[config.mk]
export PLATFORM = sky130hd
export DESIGN_NAME = viewport_tile_snap_top
export DESIGN_NICKNAME = d
export VERILOG_FILES = /design/src/rtl/core/vts_pkg.sv /design/src/rtl/core/vts_regs.sv /design/src/rtl/core/vts_prep.sv /design/src/rtl/core/vts_div.sv /design/src/rtl/core/vts_snap.sv /design/src/rtl/core/viewport_tile_snap_top.sv
export SDC_FILE = /design/constraint.sdc
export NUM_CORES = 2
export LEC_CHECK = 0
export BUFFER_PORTS_ARGS = -buffer_cell sky130_fd_sc_hd__buf_2
export CAP_MARGIN = 20
export CORE_MARGIN = 2
export CORE_UTILIZATION = 56
export DETAILED_ROUTE_END_ITERATION = 8
export PLACE_DENSITY_LB_ADDON = 0.2
export SLEW_MARGIN = 40
export SYNTH_ARGS = -nofsm -noshare
export SYNTH_HDL_FRONTEND = slang
export SYNTH_HIERARCHICAL = 1
export SYNTH_SLANG_ARGS = --single-unit
[constraint.sdc]
create_clock -name clk -period 7.35 [get_ports clk]
set_input_delay 0.735 -clock clk [delete_from_list [all_inputs] [get_ports clk]]
set_output_delay 0.735 -clock clk [all_outputs]
set_load 0.05 [all_outputs]
[src/rtl/core/vts_pkg.sv]
package vts_pkg;

    localparam int SIZE_W = 12;
    localparam int TILE_W = 11;
    localparam int X_W    = 13;
    localparam int ADDR_W = 5;
    localparam int DATA_W = 32;

    localparam logic [SIZE_W-1:0] DEVICE_WIDTH_RST  = 12'd640;
    localparam logic [SIZE_W-1:0] DEVICE_HEIGHT_RST = 12'd480;
    localparam logic [TILE_W-1:0] TILE_WIDTH_RST    = 11'd32;
    localparam logic [TILE_W-1:0] TILE_HEIGHT_RST   = 11'd32;

    typedef enum logic [2:0] {
        REG_DEVICE_OPEN   = 3'd0,
        REG_DEVICE_WIDTH  = 3'd1,
        REG_DEVICE_HEIGHT = 3'd2,
        REG_TILE_WIDTH    = 3'd3,
        REG_TILE_HEIGHT   = 3'd4
    } reg_idx_t;

    typedef struct packed {
        logic              open;
        logic [SIZE_W-1:0] lim_x;
        logic [SIZE_W-1:0] lim_y;
        logic [TILE_W-1:0] tile_x;
        logic [TILE_W-1:0] tile_y;
    } cfg_t;

endpackage

[src/rtl/core/vts_regs.sv]
module vts_regs (
    input  logic                        clk,
    input  logic                        rst_n,
    input  logic                        psel,
    input  logic                        penable,
    input  logic                        pwrite,
    input  logic [vts_pkg::ADDR_W-1:0]  paddr,
    input  logic [vts_pkg::DATA_W-1:0]  pwdata,
    output logic [vts_pkg::DATA_W-1:0]  prdata,
    output logic                        pready,
    output vts_pkg::cfg_t               cfg
);

    logic                          device_open_reg;
    logic [vts_pkg::SIZE_W-1:0]    device_width_reg;
    logic [vts_pkg::SIZE_W-1:0]    device_height_reg;
    logic [vts_pkg::TILE_W-1:0]    tile_width_reg;
    logic [vts_pkg::TILE_W-1:0]    tile_height_reg;
    logic                          wr_en;
    vts_pkg::reg_idx_t             idx;

    assign pready = 1'b1;
    assign wr_en  = psel & penable & pwrite;
    assign idx    = vts_pkg::reg_idx_t'(paddr[4:2]);

    always_ff @(posedge clk or negedge rst_n)
    begin
        if (!rst_n)
        begin
            device_open_reg   <= 1'b0;
            device_width_reg  <= vts_pkg::DEVICE_WIDTH_RST;
            device_height_reg <= vts_pkg::DEVICE_HEIGHT_RST;
            tile_width_reg    <= vts_pkg::TILE_WIDTH_RST;
            tile_height_reg   <= vts_pkg::TILE_HEIGHT_RST;
        end
        else if (wr_en)
        begin
            case (idx)
                vts_pkg::REG_DEVICE_OPEN:   device_open_reg   <= pwdata[0];
                vts_pkg::REG_DEVICE_WIDTH:  device_width_reg  <= pwdata[vts_pkg::SIZE_W-1:0];
                vts_pkg::REG_DEVICE_HEIGHT: device_height_reg <= pwdata[vts_pkg::SIZE_W-1:0];
                vts_pkg::REG_TILE_WIDTH:    tile_width_reg    <= pwdata[vts_pkg::TILE_W-1:0];
                vts_pkg::REG_TILE_HEIGHT:   tile_height_reg   <= pwdata[vts_pkg::TILE_W-1:0];
                default: ;
            endcase
        end
    end

    always_comb
    begin
        case (idx)
            vts_pkg::REG_DEVICE_OPEN:   prdata = vts_pkg::DATA_W'(device_open_reg);
            vts_pkg::REG_DEVICE_WIDTH:  prdata = vts_pkg::DATA_W'(device_width_reg);
            vts_pkg::REG_DEVICE_HEIGHT: prdata = vts_pkg::DATA_W'(device_height_reg);
            vts_pkg::REG_TILE_WIDTH:    prdata = vts_pkg::DATA_W'(tile_width_reg);
            vts_pkg::REG_TILE_HEIGHT:   prdata = vts_pkg::DATA_W'(tile_height_reg);
            default:                    prdata = '0;
        endcase
    end

    always_comb
    begin
        cfg.open   = device_open_reg;
        cfg.lim_x  = (device_width_reg == '0) ? '0 : device_width_reg - 1'b1;
        cfg.lim_y  = (device_height_reg == '0) ? '0 : device_height_reg - 1'b1;
        cfg.tile_x = (tile_width_reg == '0) ? vts_pkg::TILE_W'(1) : tile_width_reg;
        cfg.tile_y = (tile_height_reg == '0) ? vts_pkg::TILE_W'(1) : tile_height_reg;
    end

endmodule

[src/rtl/core/vts_prep.sv]
module vts_prep #(
    parameter int COORD_BITS = 16
) (
    input  logic                           clk,
    input  logic signed [COORD_BITS-1:0]   lo_in,
    input  logic signed [COORD_BITS-1:0]   hi_in,
    input  logic [vts_pkg::SIZE_W-1:0]     lim,
    input  logic [vts_pkg::TILE_W-1:0]     tile,
    output logic [vts_pkg::X_W-1:0]        lo_x,
    output logic [vts_pkg::X_W-1:0]        hi_x
);

    localparam int CMP_W = ((COORD_BITS > vts_pkg::SIZE_W) ? COORD_BITS : vts_pkg::SIZE_W) + 1;

    logic [vts_pkg::SIZE_W-1:0] a;
    logic [vts_pkg::SIZE_W-1:0] b;
    logic [vts_pkg::SIZE_W-1:0] mn;
    logic [vts_pkg::SIZE_W-1:0] mx;
    logic [vts_pkg::TILE_W-1:0] half;
    logic [vts_pkg::X_W-1:0]    lo_x_next;
    logic [vts_pkg::X_W-1:0]    hi_x_next;
    logic [vts_pkg::X_W-1:0]    lo_x_reg;
    logic [vts_pkg::X_W-1:0]    hi_x_reg;

    function automatic logic [vts_pkg::SIZE_W-1:0] clamp_coord(
        input logic signed [COORD_BITS-1:0] v,
        input logic [vts_pkg::SIZE_W-1:0]   hi
    );
        logic signed [CMP_W-1:0] ve;
        logic signed [CMP_W-1:0] he;
        ve = CMP_W'(v);
        he = signed'(CMP_W'(hi));
        if (ve < 0)
            return '0;
        else if (ve > he)
            return hi;
        else
            return ve[vts_pkg::SIZE_W-1:0];
    endfunction

    always_comb
    begin
        a         = clamp_coord(lo_in, lim);
        b         = clamp_coord(hi_in, lim);
        mn        = (a > b) ? b : a;
        mx        = (a > b) ? a : b;
        half      = {1'b0, tile[vts_pkg::TILE_W-1:1]};
        lo_x_next = vts_pkg::X_W'(mn) + vts_pkg::X_W'(half);
        hi_x_next = vts_pkg::X_W'(mx) + vts_pkg::X_W'(half) + vts_pkg::X_W'(1);
    end

    always_ff @(posedge clk)
    begin
        lo_x_reg <= lo_x_next;
        hi_x_reg <= hi_x_next;
    end

    assign lo_x = lo_x_reg;
    assign hi_x = hi_x_reg;

endmodule

[src/rtl/core/vts_div.sv]
module vts_div (
    input  logic                       clk,
    input  logic [vts_pkg::X_W-1:0]    dividend,
    input  logic [vts_pkg::TILE_W-1:0] divisor,
    output logic [vts_pkg::X_W-1:0]    quotient
);

    localparam int N = vts_pkg::X_W;
    localparam int W = vts_pkg::TILE_W;

    logic [W-1:0] rem_reg [N];
    logic [N-1:0] num_reg [N];
    logic [N-1:0] quo_reg [N];

    genvar s;
    generate
        for (s = 0; s < N; s++)
        begin : g_stage
            logic [W-1:0] rem_in;
            logic [N-1:0] num_in;
            logic [N-1:0] quo_in;
            logic [W:0]   trial;
            logic [W:0]   diff;
            logic         ge;

            if (s == 0)
            begin : g_first
                assign rem_in = '0;
                assign num_in = dividend;
                assign quo_in = '0;
            end
            else
            begin : g_next
                assign rem_in = rem_reg[s-1];
                assign num_in = num_reg[s-1];
                assign quo_in = quo_reg[s-1];
            end

            always_comb
            begin
                trial = {rem_in, num_in[N-1]};
                diff  = trial - {1'b0, divisor};
                ge    = (trial >= {1'b0, divisor});
            end

            always_ff @(posedge clk)
            begin
                rem_reg[s] <= ge ? diff[W-1:0] : trial[W-1:0];
                num_reg[s] <= {num_in[N-2:0], 1'b0};
                quo_reg[s] <= {quo_in[N-2:0], ge};
            end
        end
    endgenerate

    assign quotient = quo_reg[N-1];

endmodule

[src/rtl/core/vts_snap.sv]
module vts_snap (
    input  logic                       clk,
    input  logic [vts_pkg::X_W-1:0]    q_lo,
    input  logic [vts_pkg::X_W-1:0]    q_hi,
    input  logic [vts_pkg::TILE_W-1:0] tile,
    input  logic [vts_pkg::SIZE_W-1:0] lim,
    output logic [vts_pkg::SIZE_W-1:0] lo_res,
    output logic [vts_pkg::SIZE_W-1:0] hi_res
);

    localparam int P_W = vts_pkg::X_W + vts_pkg::TILE_W;

    logic [P_W-1:0]              prod_lo;
    logic [P_W-1:0]              prod_hi;
    logic [vts_pkg::X_W-1:0]     p_lo_reg;
    logic [vts_pkg::X_W-1:0]     p_hi_reg;
    logic [vts_pkg::X_W-1:0]     hi_m1;
    logic [vts_pkg::X_W-1:0]     lim_x;

    assign prod_lo = P_W'(q_lo) * P_W'(tile);
    assign prod_hi = P_W'(q_hi) * P_W'(tile);

    always_ff @(posedge clk)
    begin
        p_lo_reg <= prod_lo[vts_pkg::X_W-1:0];
        p_hi_reg <= prod_hi[vts_pkg::X_W-1:0];
    end

    always_comb
    begin
        lim_x  = vts_pkg::X_W'(lim);
        hi_m1  = p_hi_reg - vts_pkg::X_W'(1);
        lo_res = (p_lo_reg > lim_x) ? lim : p_lo_reg[vts_pkg::SIZE_W-1:0];
        if (p_hi_reg == '0)
            hi_res = '0;
        else if (hi_m1 > lim_x)
            hi_res = lim;
        else
            hi_res = hi_m1[vts_pkg::SIZE_W-1:0];
    end

endmodule

[src/rtl/core/viewport_tile_snap_top.sv]
// Snaps a viewport rectangle to the tile grid of the open device. A rectangle is
// taken on any cycle with start high (busy never rises), one per clock, and its
// result appears as a single-cycle done pulse with out_* and status; the receiver
// cannot hold it, so capture it on that cycle. The pipeline is one clamp/swap
// stage, thirteen divider stages that each resolve one quotient bit of the
// division by the tile size, one multiply stage and one output stage. With
// device_open low the request is echoed and status is 1. The user must configure
// via the APB port only while no transaction is in flight; the block does not check.
module viewport_tile_snap_top #(
    parameter int COORD_BITS = 16
) (
    input  logic                          clk,
    input  logic                          rst_n,
    input  logic                          psel,
    input  logic                          penable,
    input  logic                          pwrite,
    input  logic [vts_pkg::ADDR_W-1:0]    paddr,
    input  logic [vts_pkg::DATA_W-1:0]    pwdata,
    output logic [vts_pkg::DATA_W-1:0]    prdata,
    output logic                          pready,
    input  logic                          start,
    output logic                          busy,
    input  logic signed [COORD_BITS-1:0]  req_left,
    input  logic signed [COORD_BITS-1:0]  req_top,
    input  logic signed [COORD_BITS-1:0]  req_right,
    input  logic signed [COORD_BITS-1:0]  req_bottom,
    output logic                          done,
    output logic signed [COORD_BITS-1:0]  out_left,
    output logic signed [COORD_BITS-1:0]  out_top,
    output logic signed [COORD_BITS-1:0]  out_right,
    output logic signed [COORD_BITS-1:0]  out_bottom,
    output logic                          status
);

    localparam int LAT    = vts_pkg::X_W + 3;
    localparam int PASS_W = 4 * COORD_BITS + 1;

    vts_pkg::cfg_t               cfg;
    logic [vts_pkg::X_W-1:0]     x_left;
    logic [vts_pkg::X_W-1:0]     x_right;
    logic [vts_pkg::X_W-1:0]     x_top;
    logic [vts_pkg::X_W-1:0]     x_bottom;
    logic [vts_pkg::X_W-1:0]     q_left;
    logic [vts_pkg::X_W-1:0]     q_right;
    logic [vts_pkg::X_W-1:0]     q_top;
    logic [vts_pkg::X_W-1:0]     q_bottom;
    logic [vts_pkg::SIZE_W-1:0]  r_left;
    logic [vts_pkg::SIZE_W-1:0]  r_right;
    logic [vts_pkg::SIZE_W-1:0]  r_top;
    logic [vts_pkg::SIZE_W-1:0]  r_bottom;

    logic [LAT-1:0]              vld_reg;
    logic [LAT-1:0]              vld_next;
    logic [PASS_W-1:0]           pass_reg [LAT-1];
    logic [PASS_W-1:0]           pass_tail;
    logic                        accept;

    logic signed [COORD_BITS-1:0] out_left_reg;
    logic signed [COORD_BITS-1:0] out_top_reg;
    logic signed [COORD_BITS-1:0] out_right_reg;
    logic signed [COORD_BITS-1:0] out_bottom_reg;
    logic                         status_reg;

    vts_regs u_regs (
        .clk     (clk),
        .rst_n   (rst_n),
        .psel    (psel),
        .penable (penable),
        .pwrite  (pwrite),
        .paddr   (paddr),
        .pwdata  (pwdata),
        .prdata  (prdata),
        .pready  (pready),
        .cfg     (cfg)
    );

    vts_prep #(.COORD_BITS(COORD_BITS)) u_prep_x (
        .clk   (clk),
        .lo_in (req_left),
        .hi_in (req_right),
        .lim   (cfg.lim_x),
        .tile  (cfg.tile_x),
        .lo_x  (x_left),
        .hi_x  (x_right)
    );

    vts_prep #(.COORD_BITS(COORD_BITS)) u_prep_y (
        .clk   (clk),
        .lo_in (req_top),
        .hi_in (req_bottom),
        .lim   (cfg.lim_y),
        .tile  (cfg.tile_y),
        .lo_x  (x_top),
        .hi_x  (x_bottom)
    );

    vts_div u_div_left   (.clk(clk), .dividend(x_left),   .divisor(cfg.tile_x), .quotient(q_left));
    vts_div u_div_right  (.clk(clk), .dividend(x_right),  .divisor(cfg.tile_x), .quotient(q_right));
    vts_div u_div_top    (.clk(clk), .dividend(x_top),    .divisor(cfg.tile_y), .quotient(q_top));
    vts_div u_div_bottom (.clk(clk), .dividend(x_bottom), .divisor(cfg.tile_y), .quotient(q_bottom));

    vts_snap u_snap_x (
        .clk    (clk),
        .q_lo   (q_left),
        .q_hi   (q_right),
        .tile   (cfg.tile_x),
        .lim    (cfg.lim_x),
        .lo_res (r_left),
        .hi_res (r_right)
    );

    vts_snap u_snap_y (
        .clk    (clk),
        .q_lo   (q_top),
        .q_hi   (q_bottom),
        .tile   (cfg.tile_y),
        .lim    (cfg.lim_y),
        .lo_res (r_top),
        .hi_res (r_bottom)
    );

    assign busy     = 1'b0;
    assign accept   = start & ~busy;
    assign vld_next = {vld_reg[LAT-2:0], accept};

    always_ff @(posedge clk or negedge rst_n)
    begin
        if (!rst_n)
            vld_reg <= '0;
        else
            vld_reg <= vld_next;
    end

    // carry the request and the open flag alongside the datapath
    always_ff @(posedge clk)
    begin
        pass_reg[0] <= {cfg.open, req_left, req_top, req_right, req_bottom};
        for (int i = 1; i < LAT - 1; i++)
        begin
            pass_reg[i] <= pass_reg[i-1];
        end
    end

    assign pass_tail = pass_reg[LAT-2];

    always_ff @(posedge clk)
    begin
        if (vld_reg[LAT-2])
        begin
            if (pass_tail[PASS_W-1])
            begin
                out_left_reg   <= signed'(COORD_BITS'(r_left));
                out_top_reg    <= signed'(COORD_BITS'(r_top));
                out_right_reg  <= signed'(COORD_BITS'(r_right));
                out_bottom_reg <= signed'(COORD_BITS'(r_bottom));
                status_reg     <= 1'b0;
            end
            else
            begin
                out_left_reg   <= signed'(pass_tail[4*COORD_BITS-1:3*COORD_BITS]);
                out_top_reg    <= signed'(pass_tail[3*COORD_BITS-1:2*COORD_BITS]);
                out_right_reg  <= signed'(pass_tail[2*COORD_BITS-1:COORD_BITS]);
                out_bottom_reg <= signed'(pass_tail[COORD_BITS-1:0]);
                status_reg     <= 1'b1;
            end
        end
    end

    assign done       = vld_reg[LAT-1];
    assign out_left   = out_left_reg;
    assign out_top    = out_top_reg;
    assign out_right  = out_right_reg;
    assign out_bottom = out_bottom_reg;
    assign status     = status_reg;

endmodule
### Yosys cells after proc, flatten, opt, wreduce, memory -nomap -nowiden

Memories as Yosys holds them, arrays and structs flattened.
Index checks and enable logic that the tools add are counted.

| operators by class | value |
|---|---|
| add/sub/neg operators | 62 |
| $mul | 4 |
| $lt $le $gt $ge | 66 |
| equal/unequal tests | 4 |
| muxes and demuxes | 80 |
| bitwise logic cells | 2 |
| reduce and logical (&&, ||, !) cells | 12 |

Operators with widths:

| cell | count |
|---|---|
| $mux 11 | 54 |
| $ge 12x11->1 | 48 |
| $sub 11x11->11 | 48 |
| $mux 12 | 24 |
| $gt 16x13->1 | 4 |
| $lt 16x1->1 const B | 4 |
| $pmux 12 s5 | 1 |
| $add 12x10->13 | 4 |
| $gt 13x12->1 | 4 |
| $mul 13x11->13 | 4 |
| $ge 1x11->1 | 4 |
| $sub 1x11->11 | 4 |
| $add 13x1->13 const B | 2 |
| $logic_not 13->1 | 2 |
| $sub 13x1->13 const B | 2 |
| $gt 12x12->1 | 2 |
| $logic_not 12->1 | 2 |
| $sub 12x1->12 const B | 2 |
| $logic_not 11->1 | 2 |
| $reduce_and 2->1 | 5 |
| $eq 3x2->1 const B | 2 |
| $eq 3x1->1 const B | 1 |
| $eq 3x3->1 const B | 1 |
| $logic_not 3->1 | 1 |
| other kinds (2) | 3 |

| word-level totals | value |
|---|---|
| register bits | 232 |
| memory bits (writable) | 2847 |
| bits of input ports | 107 |
| output and inout bits | 100 |
| memories | 13 |

Memories:

| memory | words | width | rd ports | clocked after Yosys merged registers in | write ports | line | RTL |
|---|---|---|---|---|---|---|---|
| pass_reg | 15 | 65 | 15 | 0 | 15 | viewport_tile_snap_top.sv:54 | `logic [PASS_W-1:0] pass_reg [LAT-1];` |
| u_div_bottom.quo_reg | 13 | 13 | 13 | 0 | 13 | vts_div.sv:13 | `logic [N-1:0] quo_reg [N];` |
| u_div_left.quo_reg | 13 | 13 | 13 | 0 | 13 | vts_div.sv:13 |  |
| u_div_right.quo_reg | 13 | 13 | 13 | 0 | 13 | vts_div.sv:13 |  |
| u_div_top.quo_reg | 13 | 13 | 13 | 0 | 13 | vts_div.sv:13 |  |
| u_div_bottom.num_reg | 13 | 12 | 12 | 0 | 13 | vts_div.sv:12 | `logic [N-1:0] num_reg [N];` |
| 7 more memories | n/a | n/a | n/a | n/a | n/a | n/a |  |

### Depth between registers and ports, before layout

| logic depth | value |
|---|---|
| depth after elaboration | 9 |
| gate-level depth with buffers | 37 |
| depth with buffers taken out | 34 |

### By module

The synthesis kept the hierarchy.

By module, submodules not included:

| module | instances | cells an instance | area each (µm²) | seq. area each (µm²) |
|---|---|---|---|---|
| viewport_tile_snap_top | 1 | 1130 | 22716.8 | 21871.0 |
| vts_div (u_div_left) | 1 | 1291 | 13693.1 | 6025.8 |
| vts_div (u_div_right) | 1 | 1228 | 13561.8 | 6025.8 |
| vts_div (u_div_top) | 1 | 1224 | 13539.2 | 6025.8 |
| vts_div (u_div_bottom) | 1 | 1197 | 13515.5 | 6025.8 |
| vts_snap (u_snap_y) | 1 | 771 | 6546.3 | 520.5 |
| vts_snap (u_snap_x) | 1 | 760 | 6518.8 | 520.5 |
| vts_prep | 2 | 360 | 2959.1 | 520.5 |
| vts_regs | 1 | 305 | 3032.9 | 1186.1 |

### Worst setup path after synthesis

OpenSTA, ideal clock, no wires.

| path | value |
|---|---|
| path type | reg-to-reg |
| start | register u_regs/device_width_reg[0] in the netlist's numbering |
| end | register u_prep_x.lo_x_reg (netlist bit u_prep_x/lo_x[11]) |
| library setup time | 72 ps |
| arrival time | 7259 ps |
| required time | 7278 ps |
| slack | 20 ps |
| cell stages (with the launch flop) | 32 |
| path through | dfrtp_1 > inv_1 > ha_1 > or3b_2 > or4_1 > nand2_1 > inv_1 > ha_1 > a211o_1 > a211o_1 > a2111o_1 > o221a_4 > buf_12 > mux2i_4 > nor2_2 > inv_1 > ha_1 > nor2b_1 > o21a_1 > o211a_1 > nor3_1 > a211oi_1 > buf_2 > clkbuf_1 > mux2_2 > ha_1 > a21oi_1 > o21ai_0 > o41ai_1 > o311ai_0 > o21ai_2 > xor2_1 |

RTL lines:

| what | line | RTL |
|---|---|---|
| start: declaration | vts_regs.sv:15 | `logic [vts_pkg::SIZE_W-1:0] device_width_reg;` |
| start signal: assignment | vts_regs.sv:31 | `device_width_reg <= vts_pkg::DEVICE_WIDTH_RST;` |
| start signal: assignment | vts_regs.sv:40 | `vts_pkg::REG_DEVICE_WIDTH: device_width_reg <= pwdata[vts_pkg::SIZE_W-1:0];` |
| end signal: assignment | vts_prep.sv:54 | `lo_x_reg <= lo_x_next;` |
| end: declaration | vts_prep.sv:22 | `logic [vts_pkg::X_W-1:0] lo_x_reg;` |

==> summary.md <==
| Metric | Value |
|---|---|
| # fillers | `about 13000` |
| Initial Utilization | `0.5630` |
| Crit path kind | `flop to flop` |
| Min-delay src | `req_left[7]` |
| Final setup vio count | `0` |
| Critical Path End Type | `flop` |
| Area Overhead vs Synth | `12.68%` |
| Congestion Overflow GR | `0` |
| # clock sinks | `2411` |
| Post-Syn Area | `0.09904 mm^2` |
| Routed length per instance | `~18 um` |
| Most used cell, CP | `ha_1` |
| Clock-pin transition on the worst setup and hold timing paths | `around 70 ps` |
| Routed Wire Length | `213000 um` |
| Initial DRC count | `3578` |
| Post-DP Area | `0.1025 mm^2` |
| Worst-Margin Slew | `872.3 ps` |
| Ports | `207` |
| Reg2reg start | `u_regs/device_height_reg[1]$_DFFE_PN0P_` |
| Detailed Place HPWL | `149200 um` |
| Worst r2r dst | `u_prep_y/lo_x[11]$_DFF_P_` |
| Gpl congestion | `0.8947` |
| Part of the cycle the worst path needs | `0.9701` |
| Fin util | `0.6344` |
| H-Tree Depth | `4` |
| Clk_lat worst skew | `880 ps` |
| Max reg flops | `975` |
| Worst Setup Start Kind | `flop` |
| Worst Path Arrival | `7860 ps` |
| Minimum clock period | `7130 ps` |
| CP max-delay cell | `or4_4` |
| Slew HR | `0.4149` |
| Fraction of registers with async set/reset | `0.02613` |
| Tot GR Track Use | `0.2323` |
| Initial antenna violation count | `16` |
| Core Area | `around 0.18 mm^2` |
| CTS tree | `built` |
| Via density | `5.342` |
| Share of cells above drive strength 1 | `0.1562` |
| Depth of the worst hold-timing path | `1` |
| Max-Cap Viols | `0` |
| Sequential-to-total area share from yosys stat | `0.4972` |
| Crit Path Max Fanout | `11` |
| Number of global-route vias before repair | `about 60000` |
| WHS Endpoint | `pass_reg[0][55]$_DFF_P_` |
| Hold Fails Final Rpt | `0` |
| Status | `finished clean` |
| Die width | `424.6 um` |
| Clock skew | `78.40 ps` |
| Design area | `about 0.11 mm^2` |
| Top_reg_cell synth | `dfxtp_1` |
| Slowest stage delay, CP | `600 ps` |
| Mean Syn Cell Area | `11.48 um^2` |
| EDFF count, synth | `65` |
| PortBufs | `162` |
| Fmax | `0.1402 GHz` |
| Hold crit path type | `primary input to flop` |
| R2R depth | `29` |
| DRC | `0` |
| Die area | `approximately 0.18 mm^2` |
| First-pass detailed-route iteration total | `5` |
| Root Driver | `clkbuf_16` |
| Post-synthesis cell type count | `114` |
| Pin count of the biggest net entering global routing | `67` |
| Place WS | `-6.766 ps` |
| Final Max Tran Viols | `0` |
| Yosys warnings | `6` |
| FP Rows | `~150` |
| Setup WS post-layout | `219.7 ps` |
| Vert. Die Dim | `between 400 and 500 um` |
| Mapped Cells | `8626` |
| Critical Path RT | `8080 ps` |
| Vias | `between 60000 and 70000` |
| Clk buf depth | `3` |
| First-pass GRT wire length | `~330000 um` |
| ANT nets after route | `0` |
| Layout Nets | `10180` |
| CTS Buf Count | `226` |
| Yosys reg bits | `2411` |
| Flop-to-flop setup slack | `around 220 ps` |
## critical path, delay by kind of cell, from the launching register on
family / cells / cell delay [ps]
xor gates and xnor gates: 1 / 150
muxes: 2 / 480
AOI/OAI and AO/OA: 12 / 3250
and+or+nand+nor: 7 / 1340
buffers and inverters: 4 / 470
DFF: 1 / 430
adders and majority gates: 3 / 880
## cells in the mapped netlist (all sizes together), types with 18 or more instances
cell,n,share of area
buf,114,0.011
dfxtp,2283,0.46
and2,166,0.011
o21ai,290,0.016
o311ai,18,0.0016
nand2,480,0.018
clkbuf,97,0.0037
a41oi,22,0.0024
o211ai,57,0.0043
a21oi,438,0.023
nand3,63,0.0032
ha,822,0.10
dfrtp,55,0.014
xor2,110,0.0098
nor2b,138,0.0090
or3,33,0.0021
and3,18,0.0011
fa,240,0.049
o2111ai,21,0.0019
inv,651,0.025
a21boi,34,0.0026
nor3,100,0.0054
mux2i,158,0.017
mux2,509,0.068
nand4,52,0.0033
o31ai,24,0.0030
a211oi,49,0.0037
edfxtp,65,0.020
a31oi,50,0.0042
o41ai,26,0.0032
a41o,36,0.0037
nand2b,70,0.0047
a21o,121,0.0092
nor4,26,0.0017
nor2,504,0.019
o21bai,25,0.0021
o21a,79,0.0060
xnor2,365,0.032
## per-stage QoR
stage               TNS [ps]  hold WS [ps]  instances
floorplan                  0         309.6       8645
global placement           0         309.7      11070
detailed placement    -6.766         312.1      11070
CTS                        0        0.9108      11540
global route          -262.9         14.21      11560
finish                     0         82.10      11560
## cell families (layout without fill, tap and decap cells)
kind of cell | after synthesis | in the layout | share of synthesized area
muxes | 668 | 668 | 0.08462
DFF | 2411 | 2411 | 0.4972
buffers and inverters | 862 | 1427 | 0.03892
and+or+nand+nor | 1721 | 1721 | 0.08463
AOI/OAI and AO/OA | 1424 | 1426 | 0.1000
xor gates and xnor gates | 475 | 475 | 0.04216
other | 3 | 29 | 0.0001137
adders and majority gates | 1062 | 1062 | 0.1524
## layer usage
layer  GRT usage  wire length [um]
met1      0.3161             99370
met2      0.3806             98450
met3     0.03094              8953
met4     0.08013              6220
met5           0                 0
## repair_timing
action	CTS	global route
gates resized for setup	2	56
setup endpoints to repair	5	24
hold buffers	39	0
endpoints found under the hold margin	93	0
gates cloned	0	3
buffers inserted	1	13
pin swaps	1	22
## area by class of cell
cell class              instances  area (um^2)  area share
diodes                          7        17.52   0.0001570
well taps                    2340         2928     0.02623
multi-input cells            5374        46330      0.4151
inverters                     651         2444     0.02189
repair buffers                349         2380     0.02132
flip-flops and latches       2411        49250      0.4413
clock inverters               134         1966     0.01761
clock buffers                 293         6294     0.05639
## worst max path at each step
| stage | start | endpoint | slack [ps] |
|---|---|---|---|
| after floorplan | u_regs/device_width_reg[0]$_DFFE_PN0P_ | u_prep_x/lo_x[11]$_DFF_P_ | 20 |
| after global placement | u_regs/device_width_reg[0]$_DFFE_PN0P_ | u_prep_x/lo_x[10]$_DFF_P_ | 100 |
| after detailed placement | u_regs/device_height_reg[1]$_DFFE_PN0P_ | u_prep_y/hi_x[12]$_DFF_P_ | -7 |
| after CTS | u_regs/device_width_reg[0]$_DFFE_PN0P_ | u_prep_x/lo_x[12]$_DFF_P_ | 50 |
| after global routing | u_regs/device_height_reg[0]$_DFFE_PN0P_ | u_prep_y/lo_x[10]$_DFF_P_ | -70 |
| final | u_regs/device_height_reg[1]$_DFFE_PN0P_ | u_prep_y/lo_x[11]$_DFF_P_ | 220 |
## cell usage in the layout (no fill, tap or decap), types with 26 or more instances in the layout
master	n
dfxtp_1	2282
ha_1	818
inv_1	634
nor2_1	495
nand2_1	475
a21oi_1	410
xnor2_1	364
mux2_4	261
fa_1	239
clkbuf_16	232
mux2_2	222
o21ai_0	208
and2_1	163
buf_2	161
mux2i_1	150
buf_4	140
nor2b_1	134
a21o_1	120
xor2_1	109
nor3_1	88
o21a_1	79
edfxtp_1	65
nand3_1	63
nand2b_1	60
o211ai_1	57
nand4_1	52
dfrtp_1	52
o21ai_2	46
a211oi_1	44
a31oi_1	40
dlygate4sd3_1	39
o21ai_1	35
clkinv_2	34
clkbuf_1	34
a41o_1	34
bufinv_16	32
or3_1	31
clkbuf_8	28
a21oi_2	28
mux2_1	26
Power is left out: the tool's default activity adds up to more than one toggle a clock period on the data nets, which glitch-free logic cannot reach.
